### config.mk
export PLATFORM = sky130hd
export DESIGN_NAME = xxh_ctrl
export DESIGN_NICKNAME = d
export VERILOG_FILES = /design/src/xxh_pkg.sv /design/src/xxh_ctrl.sv
export SDC_FILE = /design/constraint.sdc
export NUM_CORES = 1
export LEC_CHECK = 0
export BUFFER_PORTS_ARGS = -buffer_cell sky130_fd_sc_hd__buf_2
export CELL_PAD_IN_SITES_DETAIL_PLACEMENT = 1
export CELL_PAD_IN_SITES_GLOBAL_PLACEMENT = 1
export CORE_ASPECT_RATIO = 0.8
export CORE_UTILIZATION = 41
export CTS_CLUSTER_DIAMETER = 60
export CTS_CLUSTER_SIZE = 10
export DETAILED_ROUTE_END_ITERATION = 12
export GPL_ROUTABILITY_DRIVEN = 0
export HOLD_SLACK_MARGIN = 0.03
export PLACE_DENSITY_LB_ADDON = 0.1
export SLEW_MARGIN = 15
export SYNTH_ARGS = -nofsm -noshare
export SYNTH_HDL_FRONTEND = slang
export SYNTH_SLANG_ARGS = --single-unit
### constraint.sdc
create_clock -name aclk -period 2.3 [get_ports aclk]
set_input_delay 0.115 -clock aclk [delete_from_list [all_inputs] [get_ports aclk]]
set_output_delay 0.115 -clock aclk [all_outputs]
set_load 0.005 [all_outputs]
### src/xxh_pkg.sv
// Shared constants, command/status types and helpers for the xxHash64 stream block.
// Used by xxh_datapath, xxh_ctrl, xxhash64_stream and the testbench; depends on nothing.
package xxh_pkg;

    localparam logic [63:0] PRIME1     = 64'd11400714785074694791;
    localparam logic [63:0] PRIME2     = 64'd14029467366897019727;
    localparam logic [63:0] PRIME3     = 64'd1609587929392839161;
    localparam logic [63:0] PRIME4     = 64'd9650029242287828579;
    localparam logic [63:0] PRIME5     = 64'd2870177450012600261;
    localparam logic [63:0] SEED_RESET = 64'h4f1bbcdc6762f36b;

    // Operand register sources
    localparam logic [3:0] A_NONE   = 4'd0;
    localparam logic [3:0] A_BUF    = 4'd1;
    localparam logic [3:0] A_LSUM   = 4'd2;
    localparam logic [3:0] A_ROT31R = 4'd3;
    localparam logic [3:0] A_LANE   = 4'd4;
    localparam logic [3:0] A_H      = 4'd5;
    localparam logic [3:0] A_ROT27H = 4'd6;
    localparam logic [3:0] A_ROT23H = 4'd7;
    localparam logic [3:0] A_ROT11H = 4'd8;
    localparam logic [3:0] A_X32    = 4'd9;
    localparam logic [3:0] A_X8     = 4'd10;

    // Multiplier constant select
    localparam logic [1:0] C_P1 = 2'd0;
    localparam logic [1:0] C_P2 = 2'd1;
    localparam logic [1:0] C_P3 = 2'd2;
    localparam logic [1:0] C_P5 = 2'd3;

    // Write-back operations
    localparam logic [3:0] WB_NONE   = 4'd0;
    localparam logic [3:0] WB_ACCEPT = 4'd1;
    localparam logic [3:0] WB_LANE   = 4'd2;
    localparam logic [3:0] WB_HXOR   = 4'd3;
    localparam logic [3:0] WB_HP4    = 4'd4;
    localparam logic [3:0] WB_T4     = 4'd5;
    localparam logic [3:0] WB_T1     = 4'd6;
    localparam logic [3:0] WB_HSET   = 4'd7;
    localparam logic [3:0] WB_MERGE  = 4'd8;
    localparam logic [3:0] WB_SHORT  = 4'd9;
    localparam logic [3:0] WB_HLEN   = 4'd10;
    localparam logic [3:0] WB_AV33   = 4'd11;
    localparam logic [3:0] WB_AV29   = 4'd12;
    localparam logic [3:0] WB_OUT    = 4'd13;

    typedef struct packed {
        logic [3:0] a_sel;
        logic [1:0] c_sel;
        logic       mul;
        logic [3:0] wb;
        logic [1:0] k;
        logic       clr_fill;
    } xxh_cmd_t;

    typedef struct packed {
        logic       mul_done;
        logic       fill_full;
        logic       last;
        logic       len_ge32;
        logic [1:0] nbuf;
        logic [2:0] rem;
        logic       out_free;
    } xxh_status_t;

    function automatic logic [63:0] rol64(input logic [63:0] x, input int unsigned r);
        return (x << r) | (x >> (64 - r));
    endfunction

endpackage

### src/xxh_ctrl.sv
// Controller: sequences stripe rounds, merge, tail rounds and avalanche over the datapath.
// Depends on xxh_pkg.
module xxh_ctrl (
    input  logic                 aclk,
    input  logic                 aresetn,
    input  logic                 in_valid,
    output logic                 in_ready,
    input  xxh_pkg::xxh_status_t status,
    output xxh_pkg::xxh_cmd_t    cmd
);
    import xxh_pkg::*;

    localparam logic [5:0] S_IDLE   = 6'd0;
    localparam logic [5:0] S_CHK    = 6'd1;
    localparam logic [5:0] S_ST_A   = 6'd2;
    localparam logic [5:0] S_ST_M1  = 6'd3;
    localparam logic [5:0] S_ST_B   = 6'd4;
    localparam logic [5:0] S_ST_M2  = 6'd5;
    localparam logic [5:0] S_ST_W   = 6'd6;
    localparam logic [5:0] S_FIN    = 6'd7;
    localparam logic [5:0] S_MG_A   = 6'd8;
    localparam logic [5:0] S_MG_M1  = 6'd9;
    localparam logic [5:0] S_MG_B   = 6'd10;
    localparam logic [5:0] S_MG_M2  = 6'd11;
    localparam logic [5:0] S_MG_X   = 6'd12;
    localparam logic [5:0] S_MG_C   = 6'd13;
    localparam logic [5:0] S_MG_M3  = 6'd14;
    localparam logic [5:0] S_MG_W   = 6'd15;
    localparam logic [5:0] S_ADDLEN = 6'd16;
    localparam logic [5:0] S_TB_A   = 6'd17;
    localparam logic [5:0] S_TB_M1  = 6'd18;
    localparam logic [5:0] S_TB_B   = 6'd19;
    localparam logic [5:0] S_TB_M2  = 6'd20;
    localparam logic [5:0] S_TB_X   = 6'd21;
    localparam logic [5:0] S_TB_C   = 6'd22;
    localparam logic [5:0] S_TB_M3  = 6'd23;
    localparam logic [5:0] S_TB_W   = 6'd24;
    localparam logic [5:0] S_TAIL4  = 6'd25;
    localparam logic [5:0] S_T4_M   = 6'd26;
    localparam logic [5:0] S_T4_X   = 6'd27;
    localparam logic [5:0] S_T4_C   = 6'd28;
    localparam logic [5:0] S_T4_M2  = 6'd29;
    localparam logic [5:0] S_T4_W   = 6'd30;
    localparam logic [5:0] S_T1     = 6'd31;
    localparam logic [5:0] S_T1_M   = 6'd32;
    localparam logic [5:0] S_T1_X   = 6'd33;
    localparam logic [5:0] S_T1_C   = 6'd34;
    localparam logic [5:0] S_T1_M2  = 6'd35;
    localparam logic [5:0] S_T1_W   = 6'd36;
    localparam logic [5:0] S_AV1    = 6'd37;
    localparam logic [5:0] S_AV1_C  = 6'd38;
    localparam logic [5:0] S_AV1_M  = 6'd39;
    localparam logic [5:0] S_AV1_W  = 6'd40;
    localparam logic [5:0] S_AV2    = 6'd41;
    localparam logic [5:0] S_AV2_C  = 6'd42;
    localparam logic [5:0] S_AV2_M  = 6'd43;
    localparam logic [5:0] S_AV2_W  = 6'd44;
    localparam logic [5:0] S_AV3    = 6'd45;

    logic [5:0] state_reg, state_next;
    logic [1:0] k_reg, k_next;

    assign in_ready = (state_reg == S_IDLE);

    // Next state and command decode
    always_comb begin
        state_next   = state_reg;
        k_next       = k_reg;
        cmd.a_sel    = A_NONE;
        cmd.c_sel    = C_P1;
        cmd.mul      = 1'b0;
        cmd.wb       = WB_NONE;
        cmd.k        = k_reg;
        cmd.clr_fill = 1'b0;
        unique case (state_reg)
            S_IDLE: begin
                if (in_valid) begin
                    cmd.wb     = WB_ACCEPT;
                    state_next = S_CHK;
                end
            end
            S_CHK: begin
                k_next = 2'd0;
                if (status.fill_full) begin
                    state_next = S_ST_A;
                end else if (status.last) begin
                    state_next = S_FIN;
                end else begin
                    state_next = S_IDLE;
                end
            end
            // Stripe round on lane k
            S_ST_A: begin
                cmd.a_sel  = A_BUF;
                state_next = S_ST_M1;
            end
            S_ST_M1: begin
                cmd.mul   = 1'b1;
                cmd.c_sel = C_P2;
                if (status.mul_done) state_next = S_ST_B;
            end
            S_ST_B: begin
                cmd.a_sel  = A_LSUM;
                state_next = S_ST_M2;
            end
            S_ST_M2: begin
                cmd.mul   = 1'b1;
                cmd.c_sel = C_P1;
                if (status.mul_done) state_next = S_ST_W;
            end
            S_ST_W: begin
                cmd.wb = WB_LANE;
                if (k_reg == 2'd3) begin
                    cmd.clr_fill = 1'b1;
                    k_next       = 2'd0;
                    state_next   = status.last ? S_FIN : S_IDLE;
                end else begin
                    k_next     = k_reg + 2'd1;
                    state_next = S_ST_A;
                end
            end
            // Lane merge or short-message start
            S_FIN: begin
                k_next = 2'd0;
                if (status.len_ge32) begin
                    cmd.wb     = WB_MERGE;
                    state_next = S_MG_A;
                end else begin
                    cmd.wb     = WB_SHORT;
                    state_next = S_ADDLEN;
                end
            end
            S_MG_A: begin
                cmd.a_sel  = A_LANE;
                state_next = S_MG_M1;
            end
            S_MG_M1: begin
                cmd.mul   = 1'b1;
                cmd.c_sel = C_P2;
                if (status.mul_done) state_next = S_MG_B;
            end
            S_MG_B: begin
                cmd.a_sel  = A_ROT31R;
                state_next = S_MG_M2;
            end
            S_MG_M2: begin
                cmd.mul   = 1'b1;
                cmd.c_sel = C_P1;
                if (status.mul_done) state_next = S_MG_X;
            end
            S_MG_X: begin
                cmd.wb     = WB_HXOR;
                state_next = S_MG_C;
            end
            S_MG_C: begin
                cmd.a_sel  = A_H;
                state_next = S_MG_M3;
            end
            S_MG_M3: begin
                cmd.mul   = 1'b1;
                cmd.c_sel = C_P1;
                if (status.mul_done) state_next = S_MG_W;
            end
            S_MG_W: begin
                cmd.wb = WB_HP4;
                if (k_reg == 2'd3) begin
                    k_next     = 2'd0;
                    state_next = S_ADDLEN;
                end else begin
                    k_next     = k_reg + 2'd1;
                    state_next = S_MG_A;
                end
            end
            S_ADDLEN: begin
                cmd.wb     = WB_HLEN;
                k_next     = 2'd0;
                state_next = (status.nbuf != 2'd0) ? S_TB_A : S_TAIL4;
            end
            // Buffered 8-byte tail rounds
            S_TB_A: begin
                cmd.a_sel  = A_BUF;
                state_next = S_TB_M1;
            end
            S_TB_M1: begin
                cmd.mul   = 1'b1;
                cmd.c_sel = C_P2;
                if (status.mul_done) state_next = S_TB_B;
            end
            S_TB_B: begin
                cmd.a_sel  = A_ROT31R;
                state_next = S_TB_M2;
            end
            S_TB_M2: begin
                cmd.mul   = 1'b1;
                cmd.c_sel = C_P1;
                if (status.mul_done) state_next = S_TB_X;
            end
            S_TB_X: begin
                cmd.wb     = WB_HXOR;
                state_next = S_TB_C;
            end
            S_TB_C: begin
                cmd.a_sel  = A_ROT27H;
                state_next = S_TB_M3;
            end
            S_TB_M3: begin
                cmd.mul   = 1'b1;
                cmd.c_sel = C_P1;
                if (status.mul_done) state_next = S_TB_W;
            end
            S_TB_W: begin
                cmd.wb = WB_HP4;
                if (k_reg + 2'd1 == status.nbuf) begin
                    k_next     = 2'd0;
                    state_next = S_TAIL4;
                end else begin
                    k_next     = k_reg + 2'd1;
                    state_next = S_TB_A;
                end
            end
            // 4-byte tail round
            S_TAIL4: begin
                if (status.rem >= 3'd4) begin
                    cmd.a_sel  = A_X32;
                    state_next = S_T4_M;
                end else begin
                    state_next = S_T1;
                end
            end
            S_T4_M: begin
                cmd.mul   = 1'b1;
                cmd.c_sel = C_P1;
                if (status.mul_done) state_next = S_T4_X;
            end
            S_T4_X: begin
                cmd.wb     = WB_HXOR;
                state_next = S_T4_C;
            end
            S_T4_C: begin
                cmd.a_sel  = A_ROT23H;
                state_next = S_T4_M2;
            end
            S_T4_M2: begin
                cmd.mul   = 1'b1;
                cmd.c_sel = C_P2;
                if (status.mul_done) state_next = S_T4_W;
            end
            S_T4_W: begin
                cmd.wb     = WB_T4;
                state_next = S_T1;
            end
            // 1-byte tail rounds
            S_T1: begin
                if (status.rem != 3'd0) begin
                    cmd.a_sel  = A_X8;
                    state_next = S_T1_M;
                end else begin
                    state_next = S_AV1;
                end
            end
            S_T1_M: begin
                cmd.mul   = 1'b1;
                cmd.c_sel = C_P5;
                if (status.mul_done) state_next = S_T1_X;
            end
            S_T1_X: begin
                cmd.wb     = WB_HXOR;
                state_next = S_T1_C;
            end
            S_T1_C: begin
                cmd.a_sel  = A_ROT11H;
                state_next = S_T1_M2;
            end
            S_T1_M2: begin
                cmd.mul   = 1'b1;
                cmd.c_sel = C_P1;
                if (status.mul_done) state_next = S_T1_W;
            end
            S_T1_W: begin
                cmd.wb     = WB_T1;
                state_next = S_T1;
            end
            // Avalanche
            S_AV1: begin
                cmd.wb     = WB_AV33;
                state_next = S_AV1_C;
            end
            S_AV1_C: begin
                cmd.a_sel  = A_H;
                state_next = S_AV1_M;
            end
            S_AV1_M: begin
                cmd.mul   = 1'b1;
                cmd.c_sel = C_P2;
                if (status.mul_done) state_next = S_AV1_W;
            end
            S_AV1_W: begin
                cmd.wb     = WB_HSET;
                state_next = S_AV2;
            end
            S_AV2: begin
                cmd.wb     = WB_AV29;
                state_next = S_AV2_C;
            end
            S_AV2_C: begin
                cmd.a_sel  = A_H;
                state_next = S_AV2_M;
            end
            S_AV2_M: begin
                cmd.mul   = 1'b1;
                cmd.c_sel = C_P3;
                if (status.mul_done) state_next = S_AV2_W;
            end
            S_AV2_W: begin
                cmd.wb     = WB_HSET;
                state_next = S_AV3;
            end
            // Hold until the output register is free
            S_AV3: begin
                if (status.out_free) begin
                    cmd.wb     = WB_OUT;
                    state_next = S_IDLE;
                end
            end
            default: begin
                state_next = S_IDLE;
            end
        endcase
    end

    always_ff @(posedge aclk) begin
        if (!aresetn) begin
            state_reg <= S_IDLE;
            k_reg     <= 2'd0;
        end else begin
            state_reg <= state_next;
            k_reg     <= k_next;
        end
    end

endmodule

==> results of run 1 <==
-- cell type report --
class                   count  area (sq um)  share of cell area, %
flip-flops and latches      8         162.7                  7.874
well taps                  55         68.82                  3.331
inverters                   8         30.03                  1.454
clock buffers               3         41.29                  1.999
repair buffers             57         372.9                  18.05
multi-input cells         211          1390                  67.29
-- layout by cell type (no fill, tap or decap), types with 7 or more instances in the layout --
cell,instances
nand2_1,17
a22oi_1,9
o22ai_1,7
nor3_1,7
buf_4,29
o211ai_1,7
o21ai_0,15
nor2_1,15
nand2b_1,10
inv_1,8
a21oi_1,17
buf_2,27
nor2b_1,14
-- critical path, stage by stage (launching register included) --
cell	delay (ns)
dfxtp_1	0.31
ha_1	0.34
xor2_1	0.16
or4_1	0.41
a2111oi_1	0.41
a2111oi_0	0.14
buf_4	0.16
o31ai_1	0.17
-- cell families after synthesis --
| kind of cell | share of synthesized area, % |
|---|---|
| AO/OA/AOI/OAI | 42.38 |
| AND/OR/NAND/NOR | 31.19 |
| buffers and inverters | 10.61 |
| flip-flops | 9.242 |
| XOR/XNOR | 3.466 |
| multiplexers | 2.383 |
| adder cells (fa/ha/maj) | 0.7219 |
-- final timing paths --
check / endpoint / depth (start not counted) / slack (ns) / start
max: state_reg[3] / 7 / 0.11 / k_reg[0]
min: state_reg[4] / 2 / 0.21 / aresetn
max reg2reg: state_reg[3] / 7 / 0.11 / k_reg[0]
min reg2reg: k_reg[1] / 2 / 0.52 / k_reg[1]
-- stage by stage --
stage,instance area [sq um],std cells,power [W],setup WS [ns],util (%)
after global placement,2021,339,0.001659,0.05874,51.43
final,2066,342,0.001905,0.1095,52.58
after global routing,2066,342,0.002044,0.006169,52.58
after CTS,2064,342,0.001879,0.08819,52.55
after floorplan,1733,256,0.001219,0.3438,-
after detailed placement,2021,339,0.001688,0.02304,51.43
-- synthesized netlist by cell type (all sizes together) (2+ instances only) --
| cell type | count |
|---|---|
| buf | 19 |
| a21oi | 17 |
| nand2 | 17 |
| nor2 | 15 |
| o21ai | 15 |
| nor2b | 14 |
| clkbuf | 10 |
| nand2b | 10 |
| a22oi | 9 |
| dfxtp | 8 |
| inv | 8 |
| nor3 | 7 |
| o211ai | 7 |
| o22ai | 7 |
| o31ai | 6 |
| or4 | 6 |
| a31oi | 5 |
| a2111oi | 4 |
| and3 | 4 |
| nand3 | 4 |
| or2 | 4 |
| xor2 | 4 |
| a211oi | 3 |
| mux2i | 3 |
| nor4 | 3 |
| o31a | 3 |
| o32ai | 3 |
| a21boi | 2 |
| a221o | 2 |
| a311oi | 2 |
| a31o | 2 |
| a32o | 2 |
| and3b | 2 |
| nor4bb | 2 |
| o21a | 2 |
| o221ai | 2 |
| o311ai | 2 |
| o41ai | 2 |
| or3 | 2 |
| xnor2 | 2 |
-- report_power, final --
group	internal (W)	total (W)	switching, W
sequential	0.000178	0.000286	0.000108
combinational	0.000607	0.00145	0.000839
clock	0.000114	0.000173	0.0000594
total	0.000899	0.00191	0.00101
-- routing by layer --
layer | wire length [microns] | vias up
met5 | 0 | -
met1 | 3263 | 1118
met3 | 405 | 7
met2 | 3147 | 84
met4 | 54 | 0
li1 | - | 1053
-- what timing repair did --
item                                   4_1_cts  5_1_grt
hold buffers                                 0        0
endpoints found under the hold margin        0        0
resized for setup                            2        1
setup endpoints to repair                    3        1
==> key figures, run 1 <==
Timing
  • Min cycle time layout: 2.190 ns
  • Tightest Pin Transition: 0.7783 ns
  • Final Hold Violating Endpoints: 0
  • Minimum hold slack: 0.2127 ns
  • Endpoints failing setup: 0
  • Tcrit/Tclk final: 95.24%
  • Worst Skew: 0.004817 ns
  • Setup TNS: 0 ns
  • Slew margin rel.: 46.77%
  • Slew Viols, Final: 0
  • RSZ-0062 raised after global routing: false
  • Fmax: 0.4565 GHz

Synth
  • Mean Syn Cell Area: 6.769 sq um
  • Flops & latches, synth: 8
  • Synth area leaders: dfxtp_1 (9.2%), nor2b_1 (5.1%), a21oi_1 (4.9%)
  • Post-synth top flop: dfxtp_1
  • Post-synth ARST share: 0%
  • Netlist cell types: 63
  • Area share of the largest cell type after synthesis: 9.242%
  • Syn Inst Count: 256
  • Cell area after synthesis: 0.001733 sq mm
  • Sequential element share of the synthesized area: 9.242%
  • Post-synth EDFFs: 0
  • Synth area leader: dfxtp_1
  • Syn_nets: 270
  • Yosys warns: 0

Layout
  • Ant diodes: 0
  • Fillcell total: 538
  • Area delta synth->final: 19.21%
  • Net count reported at finish: 303
  • Layout cells sized above 1: 25.09%
  • Max FFs per register: 6

Global route
  • M2 GR Usage: 51.99%
  • M3 GR Usage: 4.216%
  • Met1 track demand over resource: 47.65%
  • Initial antenna violation count: 0
  • Grt ovf: 0
  • First-pass GRT wire length: 11020 microns
  • Maximum number of pins on one net before global-route repair: 46
  • GRT Total Usage: 32.77%
  • GRT Max-Usage Layer: met2
  • Vias in the first global route: 2100

Route
  • Drt pass-1 iters: 5
  • Starting DRC count in detailed routing: 271
  • Antenna Violating Nets Remaining: 0
  • WL per Instance: 20.09 microns
  • Residual DRC: 0
  • Routed vias/inst: 6.614
  • WL final: 6870 microns
  • Via count: 2262

Floorplan
  • Width of the die: 74.69 microns
  • # IOs: 28
  • Core Box Area: 0.003929 sq mm
  • Row count: 20
  • Starting Density: 44.11%
  • Total die area: 0.004492 sq mm
  • Die Y-Extent: 60.15 microns

Placed design
  • Post-DP HPWL: 5233 microns
  • Port Buf Inserts: 27

Setup path
  • WS Path Type: register to register
  • Worst Path Arrival: 2.34 ns
  • Worst setup SP type: register
  • Crit-path max FO: 4
  • CP Capture Type: register
  • CP required: 2.45 ns

Job
  • Max-cap viol count: 0

Power and ir drop
  • Power per cell area: 922.3 mW/mm^2
  • Cell leakage power: 0.8016 nW
  • Max rail drop VDD: 0.0006113 V

Clocking
  • Root buf cell: clkbuf_8
  • Sink Count: 8
  • Post-CTS Repair Setup Buffers: 0
  • H-tree Lvls: 1
  • CTS buffer count: 3
  • TritonCTS clock tree: built
  • Clock transition at path regs: 0.04 ns
  • Clock buffer depth: 2
  • Worst skew pair latency: 0.23 ns

Min path
  • HP Class: input pin to register

Outcome
  • Run status: finished, final reports clean
Note: power is estimated with default switching activity, not from simulation.
==> inputs of run 2 (changes only) <==
--- a/config.mk
+++ b/config.mk
@@ -5,11 +5,12 @@
 export SDC_FILE = /design/constraint.sdc
 export NUM_CORES = 1
 export LEC_CHECK = 0
+export ABC_AREA = 1
 export BUFFER_PORTS_ARGS = -buffer_cell sky130_fd_sc_hd__buf_2
 export CELL_PAD_IN_SITES_DETAIL_PLACEMENT = 1
 export CELL_PAD_IN_SITES_GLOBAL_PLACEMENT = 1
 export CORE_ASPECT_RATIO = 0.8
-export CORE_UTILIZATION = 41
+export CORE_UTILIZATION = 36
 export CTS_CLUSTER_DIAMETER = 60
 export CTS_CLUSTER_SIZE = 10
 export DETAILED_ROUTE_END_ITERATION = 12
==> run 2 against run 1 <==
Effect of this change: clock power is 2% higher; largest power group unchanged; clock skew rose by 0.0032 ns; via count shrank 0.57%; sequential cell count is the same; synthesized area shrank 9.6%; synthesized cell count rose by 25%; sequential power shrank 22%.
==> key figures, run 2 <==
Outcome
  • Run status: finished, final reports clean (unchanged)

Setup path
  • CP top delay family: simple AND/OR/NAND/NOR gates (was compound AO/OA/AOI/OAI gates)
  • CP max-delay cell: dfxtp_1 (was or4_1)
  • Worst Path Arrival: 2.13 ns (was 2.34 ns)
  • CP required: 2.41 ns (was 2.45 ns)
  • CP Capture Type: register (unchanged)
  • Worst r2r dst: state_reg[5] (was state_reg[3])
  • Setup crit start: state_reg[4] (was k_reg[0])
  • Worst reg2reg path startpoint: state_reg[4] (was k_reg[0])
  • Worst setup SP type: register (unchanged)
  • WP buf/inv: 2 (was 1)
  • Worst path cell trace: inv_2 -> nor2_4 -> buf_4 -> nand3_1 -> a21oi_1 -> nor2_1 -> nand2_2 -> nor2_2 -> nand2_1 -> a21oi_1 (was ha_1 -> xor2_1 -> or4_1 -> a2111oi_1 -> a2111oi_0 -> buf_4 -> o31ai_1)
  • WS Path Type: register to register (unchanged)
  • CP most frequent cell: a21oi_1
  • R2R cell count: 10 (was 7)
  • Flop-to-flop setup slack: 0.28 ns (was 0.11 ns)
  • Crit path largest cell delay: 0.45 ns (was 0.41 ns)
  • Crit-path max FO: 15 (was 4)

Timing
  • Slew Viols, Final: 0 (unchanged)
  • Final Hold Violating Endpoints: 0 (unchanged)
  • Tightest Pin Transition: 0.5286 ns (was 0.7783 ns)
  • Min cycle time layout: 2.016 ns (was 2.190 ns)
  • Worst Skew: 0.007988 ns (was 0.004817 ns)
  • Endpoints failing setup: 0 (unchanged)
  • Minimum hold slack: 0.1384 ns (was 0.2127 ns)
  • Tcrit/Tclk final: 87.67% (was 95.24%)
  • Slew margin rel.: 64.63% (was 46.77%)
  • Fmax: 0.4959 GHz (was 0.4565 GHz)
  • Setup TNS: 0 ns (unchanged)
  • RSZ-0062 raised after global routing: false (unchanged)

Route
  • Starting DRC count in detailed routing: 178 (was 271)
  • Residual DRC: 0 (unchanged)
  • Routed vias/inst: 5.539 (was 6.614)
  • WL per Instance: 16.73 microns (was 20.09 microns)
  • Via count: 2249 (was 2262)
  • Antenna Violating Nets Remaining: 0 (unchanged)
  • Drt pass-1 iters: 4 (was 5)
  • WL final: 6794 microns (was 6870 microns)

Placed design
  • Port Buf Inserts: 27 (unchanged)
  • Cell Area, Placed: 0.001759 sq mm (was 0.002021 sq mm)
  • Post-DP HPWL: 5471 microns (was 5233 microns)
  • Placed Cells: 403 (was 339)

Synth
  • Synth area leader: nand2_1 (was dfxtp_1)
  • Cell area after synthesis: 0.001567 sq mm (was 0.001733 sq mm)
  • Synth area leaders: nand2_1 (27%), nor2_1 (14%), nand3_1 (13%) (was dfxtp_1 (9.2%), nor2b_1 (5.1%), a21oi_1 (4.9%))
  • Sequential element share of the synthesized area: 10.22% (was 9.242%)
  • Syn Inst Count: 321 (was 256)
  • Mean Syn Cell Area: 4.880 sq um (was 6.769 sq um)
  • Post-synth ARST share: 0% (unchanged)
  • Yosys warns: 0 (unchanged)
  • Post-synth top flop: dfxtp_1 (unchanged)
  • Most numerous cell in the Yosys netlist: nand2_1
  • Netlist cell types: 23 (was 63)
  • Flops & latches, synth: 8 (unchanged)
  • Syn_nets: 335 (was 270)
  • Most frequent cells after synthesis: nand2_1 (111), nor2_1 (60), nand3_1 (42), inv_1 (31), nand4_1 (13) (was a21oi_1 (17), nand2_1 (17), nor2_1 (15), o21ai_0 (15), nor2b_1 (14))
  • Area share of the largest cell type after synthesis: 26.60% (was 9.242%)
  • Post-synth EDFFs: 0 (unchanged)

Clocking
  • TritonCTS clock tree: built (unchanged)
  • CTS buffer count: 3 (unchanged)
  • Sink Count: 8 (unchanged)
  • Worst skew pair latency: 0.24 ns (was 0.23 ns)
  • H-tree Lvls: 1 (unchanged)
  • CTS Hold Bufs: 0 (unchanged)
  • Post-CTS Repair Setup Buffers: 0 (unchanged)
  • Clock transition at path regs: 0.05 ns (was 0.04 ns)
  • Post-CTS sizing: 0 (was 2)
  • Clock buffer depth: 2 (unchanged)
  • Root buf cell: clkbuf_8 (unchanged)

Layout
  • Commonest non-fill, non-tap cell in the layout: nand2_1 (was buf_4)
  • Max FFs per register: 6 (unchanged)
  • Layout cells sized above 1: 15.19% (was 25.09%)
  • Finished Layout Cells: 406 (was 342)
  • Ant diodes: 0 (unchanged)
  • Final instance area: 0.001800 sq mm (was 0.002066 sq mm)
  • Net count reported at finish: 365 (was 303)
  • Area delta synth->final: 14.94% (was 19.21%)
  • Most frequent cells in the layout: nand2_1 (111), nor2_1 (60), nand3_1 (42), inv_1 (31), buf_2 (27) (was buf_4 (29), buf_2 (27), nand2_1 (17), a21oi_1 (17))

Global route
  • Maximum number of pins on one net before global-route repair: 19 (was 46)
  • Vias in the first global route: 1993 (was 2100)
  • Grt ovf: 0 (unchanged)
  • First-pass GRT wire length: 10230 microns (was 11020 microns)
  • GRT Total Usage: 30.41% (was 32.77%)
  • Initial antenna violation count: 0 (unchanged)

Floorplan
  • Row count: 21 (was 20)
  • Starting Density: 37.50% (was 44.11%)
  • # IOs: 28 (unchanged)
  • Total die area: 0.004621 sq mm (was 0.004492 sq mm)
  • Die Y-Extent: 61 microns (was 60.15 microns)
  • Width of the die: 75.75 microns (was 74.69 microns)
  • Core Box Area: 0.004178 sq mm (was 0.003929 sq mm)

Power and ir drop
  • Max rail drop VDD: 0.0002136 V (was 0.0006113 V)
  • Power per cell area: 613.7 mW/mm^2 (was 922.3 mW/mm^2)
  • Cell leakage power: 1.137 nW (was 0.8016 nW)

Min path
  • Hold path depth: 3 (was 2)
  • HP Class: input pin to register (unchanged)
  • Worst Hold Launch: aresetn (unchanged)
  • Worst Hold Path EP: k_reg[0] (was state_reg[4])

Job
  • Max-cap viol count: 0 (unchanged)
[run 2: worst max path at each step]
stage | end | depth (start not counted)
6_report | state_reg[5] | 10
5_1_grt | state_reg[5] | 10
4_1_cts | state_reg[5] | 10
3_5_place_dp | state_reg[0] | 10
3_3_place_gp | state_reg[2] | 10
2_1_floorplan | k_reg[1] | 8
[run 2: through the flow]
step	utilization (%)	setup slack (ns)	power, W
finish	43.10	0.2836	0.001105
global route	43.10	0.1673	0.001191
CTS	43.10	0.3409	0.001088
detailed placement	42.11	0.3829	0.0009088
global placement	42.11	0.3834	0.0008902
floorplan	-	0.8590	0.0006641
[run 2: logic make-up after synthesis]
family                   share of synthesized area [%]
flip-flops                                       10.22
buffers and inverters                            11.90
AND/OR/NAND/NOR                                  68.05
AO/OA/AOI/OAI                                    9.026
adder cells (fa/ha/maj)                         0.7986
[run 2: layout make-up]
class                           instances  area (sq um)
Clock buffer                            3         41.29
Fill cell                             650          2377
Inverter                               36         135.1
Multi-Input combinational cell        270          1220
Sequential cell                         8         160.2
Tap cell                               57         71.32
Timing Repair Buffer                   32         172.7
[run 2: tightest hold or removal path, cell delays in order]
cell	delay, ns
buf_2	0.12
nand2_1	0.06
a21oi_1	0.03
[run 2: where the power goes]
group / switching, W / internal (W)
Clock: 0.0000628 / 0.000114
Combinational: 0.000479 / 0.000227
Sequential: 0.0000483 / 0.000175
[run 2: routing by layer]
| metal | share of wire, % | track usage (%) | routed length [microns] | vias up |
|---|---|---|---|---|
| met2 | 43 | 45.26 | 2889 | 115 |
| met4 | 0.93 | 6.614 | 63 | 0 |
| li1 | - | - | - | 1098 |
| met5 | 0 | 0 | 0 | - |
| met3 | 7.9 | 2.824 | 537 | 8 |
| met1 | 49 | 46.79 | 3304 | 1028 |
==> inputs of run 3 (changes only) <==
--- a/config.mk
+++ b/config.mk
@@ -7,10 +7,11 @@
 export LEC_CHECK = 0
 export ABC_AREA = 1
 export BUFFER_PORTS_ARGS = -buffer_cell sky130_fd_sc_hd__buf_2
+export CAP_MARGIN = 0
 export CELL_PAD_IN_SITES_DETAIL_PLACEMENT = 1
 export CELL_PAD_IN_SITES_GLOBAL_PLACEMENT = 1
 export CORE_ASPECT_RATIO = 0.8
-export CORE_UTILIZATION = 36
+export CORE_UTILIZATION = 33
 export CTS_CLUSTER_DIAMETER = 60
 export CTS_CLUSTER_SIZE = 10
 export DETAILED_ROUTE_END_ITERATION = 12
==> constraint.sdc (replaced) <==
create_clock -name aclk -period 1.6 [get_ports aclk]
set_input_delay 0.08 -clock aclk [delete_from_list [all_inputs] [get_ports aclk]]
set_output_delay 0.08 -clock aclk [all_outputs]
set_load 0.005 [all_outputs]
==> run 3 against run 2 <==
Effect of this change: the run now fails in 5_1_grt; synthesized cell count did not move; synthesized area is the same.
==> key figures, run 3 <==
Floorplan
  • # IOs: 28 (unchanged)
  • Die Y-Extent: 63.63 microns (was 61 microns)
  • Width of the die: 79.03 microns (was 75.75 microns)
  • Starting Density: 34.28% (was 37.50%)
  • Row count: 22 (was 21)

Synth
  • Synth area leaders: nand2_1 (27%), nor2_1 (14%), nand3_1 (13%) (unchanged)
  • Netlist cell types: 23 (unchanged)
  • Syn Inst Count: 321 (unchanged)
  • Post-synth top flop: dfxtp_1 (unchanged)
  • Xor and xnor area share after synthesis: 0% (unchanged)
  • Simple-gate share of the synthesized area: 68.05% (unchanged)
  • Synth Area in Adders: 0.7987% (unchanged)
  • Flops & latches, synth: 8 (unchanged)
  • Post-synth EDFFs: 0 (unchanged)
  • Yosys warns: 0 (unchanged)
  • Post-synthesis mux area share: 0% (unchanged)
  • Cell area after synthesis: 0.001567 sq mm (unchanged)
  • Post-synth ARST share: 0% (unchanged)
  • Area share of the largest cell type after synthesis: 26.60% (unchanged)
  • Sequential element share of the synthesized area: 10.22% (unchanged)
  • Most frequent cells after synthesis: nand2_1 (111), nor2_1 (60), nand3_1 (42), inv_1 (31), nand4_1 (13) (unchanged)
  • Largest family of logic cells by synthesized area: simple AND/OR/NAND/NOR gates (unchanged)
  • Most numerous cell in the Yosys netlist: nand2_1 (unchanged)
  • Compound-gate portion of the synthesized area: 9.026% (unchanged)
  • Synth area leader: nand2_1 (unchanged)
  • Syn_nets: 335 (unchanged)
  • Mean Syn Cell Area: 4.880 sq um (unchanged)

Timing
  • Worst-path endpoint category: register data pin
  • Post-GRT worst EP: state_reg[2]$_SDFFE_PN0P_/D

Placed design
  • Post-DP HPWL: 6758 microns (was 5471 microns)
  • Port Buf Inserts: 27 (unchanged)

Clocking
  • H-tree Lvls: 1 (unchanged)
  • Root buf cell: clkbuf_8 (unchanged)
  • Clock buffer depth: 2 (unchanged)
  • CTS buffer count: 3 (unchanged)
  • CTS Hold Bufs: 0 (unchanged)
  • Sink Count: 8 (unchanged)

Global route
  • Maximum number of pins on one net before global-route repair: 12
  • Initial antenna violation count: 0

Outcome
  • Err: [ERROR DPL-0033] detailed placement checks failed during check placement.
  • Last stage reached: 5_1_grt
  • Run status: did not finish (was finished, final reports clean)
[run 3: what timing repair did]
action                                  in CTS
setup buffers                               14
resized for setup                          128
endpoints found under the setup margin      21
pin swaps                                   20
hold endpoints to repair                     0
cloned                                       1
[run 3: per-stage QoR]
stage	hold WS, ns	cells	worst slack, ns	instance area, sq um
floorplan	0.2029	321	0.1590	1567
global placement	0.3497	482	-0.1713	2333
detailed placement	0.3614	482	-0.2107	2333
CTS	0.1319	498	-0.1014	2917
[run 3: cell families after synthesis]
| kind of cell | Yosys count |
|---|---|
| buffers and inverters | 43 |
| AND/OR/NAND/NOR | 243 |
| AO/OA/AOI/OAI | 26 |
| flip-flops | 8 |
| adder cells (fa/ha/maj) | 1 |
==> inputs of run 4 (changes only) <==
==> config.mk (replaced) <==
export PLATFORM = sky130hd
export DESIGN_NAME = xxh_ctrl
export DESIGN_NICKNAME = d
export VERILOG_FILES = /design/src/xxh_pkg.sv /design/src/xxh_ctrl.sv
export SDC_FILE = /design/constraint.sdc
export NUM_CORES = 1
export LEC_CHECK = 0
export ABC_AREA = 1
export BUFFER_PORTS_ARGS = -buffer_cell sky130_fd_sc_hd__buf_2
export CAP_MARGIN = 0
export CORE_UTILIZATION = 40
export DETAILED_ROUTE_END_ITERATION = 12
export GPL_ROUTABILITY_DRIVEN = 0
export PLACE_DENSITY_LB_ADDON = 0.15
export SLEW_MARGIN = 15
export SYNTH_ARGS = -nofsm -noshare
export SYNTH_HDL_FRONTEND = slang
export SYNTH_SLANG_ARGS = --single-unit
==> constraint.sdc (replaced) <==
create_clock -name aclk -period 2.1 [get_ports aclk]
set_input_delay 0.105 -clock aclk [delete_from_list [all_inputs] [get_ports aclk]]
set_output_delay 0.105 -clock aclk [all_outputs]
set_load 0.005 [all_outputs]
==> run 4 against run 3 <==
Effect of this change: the run now ends clean.
==> key figures, run 4 (synthesized netlist as in run 2, its figures left out) <==
Clocking
  • TritonCTS clock tree: built
  • Clock transition at path regs: 0.04 ns
  • Root buf cell: clkbuf_8 (unchanged)
  • Sink Count: 8 (unchanged)
  • CTS Hold Bufs: 0 (unchanged)
  • Worst skew pair latency: 0.23 ns
  • H-tree Lvls: 1 (unchanged)
  • CTS buffer count: 3 (unchanged)
  • Clock buffer depth: 2 (unchanged)

Route
  • DR WL met2: 2466 microns
  • Residual DRC: 0
  • Met1 Wirelength: 2286 microns
  • Starting DRC count in detailed routing: 238
  • Drt pass-1 iters: 5
  • WL met3: 652 microns
  • Routed vias/inst: 5.600
  • WL per Instance: 13.78 microns
  • WL final: 5541 microns
  • Via count: 2251
  • Highest routed layer: met4
  • Antenna Violating Nets Remaining: 0

Job
  • Max-cap viol count: 0

Timing
  • Final Hold Violating Endpoints: 0
  • Min cycle time layout: 1.953 ns
  • Slew margin rel.: 63.93%
  • Setup TNS: 0 ns
  • Fmax: 0.5120 GHz
  • Slew Viols, Final: 0
  • Tightest Pin Transition: 0.5391 ns
  • Minimum hold slack: 0.1292 ns
  • Final worst setup slack: 0.1469 ns
  • Worst Skew: 0.005583 ns
  • Tcrit/Tclk final: 93.01%
  • Endpoints failing setup: 0

Floorplan
  • # IOs: 28 (unchanged)
  • Row count: 22 (unchanged)
  • Core Box Area: 0.003716 sq mm
  • Width of the die: 64.58 microns (was 79.03 microns)
  • Die Y-Extent: 64.58 microns (was 63.63 microns)
  • Starting Density: 42.15% (was 34.28%)
  • Total die area: 0.004171 sq mm

Power and ir drop
  • Total power: 0.001161 W
  • Max rail drop VDD: 0.0005504 V
  • Power per cell area: 633.8 mW/mm^2
  • Cell leakage power: 1.167 nW

Setup path
  • WS Path Type: register to output port
  • Worst setup SP type: register
  • Crit-path max FO: 6
  • CP Capture Type: output port
  • Worst Path Arrival: 1.85 ns
  • CP required: 2.00 ns

Min path
  • HP Class: input pin to register

Outcome
  • Run status: finished, final reports clean (was did not finish)

Layout
  • Commonest non-fill, non-tap cell in the layout: nand2_1
  • Ant diodes: 0
  • Area delta synth->final: 16.93%
  • Final instance area: 0.001832 sq mm
  • Most frequent cells in the layout: nand2_1 (111), nor2_1 (58), nand3_1 (42), inv_1 (31), buf_2 (27)
  • Layout cells sized above 1: 16.95%
  • Max FFs per register: 6
  • Net count reported at finish: 370

Placed design
  • Port Buf Inserts: 27 (unchanged)
  • Cell Area, Placed: 0.001748 sq mm (was 0.002333 sq mm)
  • Post-DP HPWL: 4435 microns (was 6758 microns)
  • Pre-CTS setup slack: 0.06913 ns (was -0.2107 ns)

Global route
  • Initial antenna violation count: 0
  • Maximum number of pins on one net before global-route repair: 20
  • First-pass GRT wire length: 8921 microns
  • GRT Total Usage: 27.40%
  • Grt ovf: 0
  • Vias in the first global route: 1906
## run 4: metal layers
| metal | vias up | global-route usage (%) |
|---|---|---|
| li1 | 1106 | - |
| met2 | 146 | 43.68 |
| met4 | 0 | 5.000 |
| met1 | 977 | 37.45 |
| met3 | 22 | 6.514 |
| met5 | - | 0 |
## run 4: area by class of cell
type	count	area, sq um
well taps	48	60.06
multi-input cells	270	1225
repair buffers	37	210.2
clock buffers	3	41.29
fillers	433	1884
inverters	36	135.1
flip-flops and latches	8	160.2
## run 4: timing repair
item,4_1_cts,5_1_grt
buffers inserted,0,5
setup endpoints to repair,0,9
gates resized for setup,0,2
## run 4: path summary, 6_finish.rpt
check	slack [ns]	to	start	cells after the start
worst max register to register	0.19	state_reg[2]	state_reg[5]	8
worst min register to register	0.54	k_reg[0]	k_reg[0]	2
worst min-delay path	0.13	k_reg[0]	aresetn	3
worst max-delay path	0.15	cmd[7]	state_reg[2]	8
## run 4: metrics by stage
stage                     util, %  instances
after floorplan                 -        321
after global placement      47.04        394
after detailed placement    47.04        394
after CTS                   48.15        397
after global routing        49.29        402
final                       49.29        402
## run 4: power breakdown
part           switching [W]  total (W)  internal (W)
logic               0.000479   0.000729      0.000249
registers          0.0000514   0.000243      0.000191
clock network      0.0000650   0.000190      0.000125
total               0.000596    0.00116      0.000565
## run 4: worst max-delay path, stage by stage (launching register included)
cell     delay [ns]
dfxtp_1        0.34
buf_4          0.14
nand2_1        0.08
nor2_1         0.45
nand2_1        0.18
nand4_1        0.15
nor2_1         0.07
nand4_1        0.07
buf_2          0.12
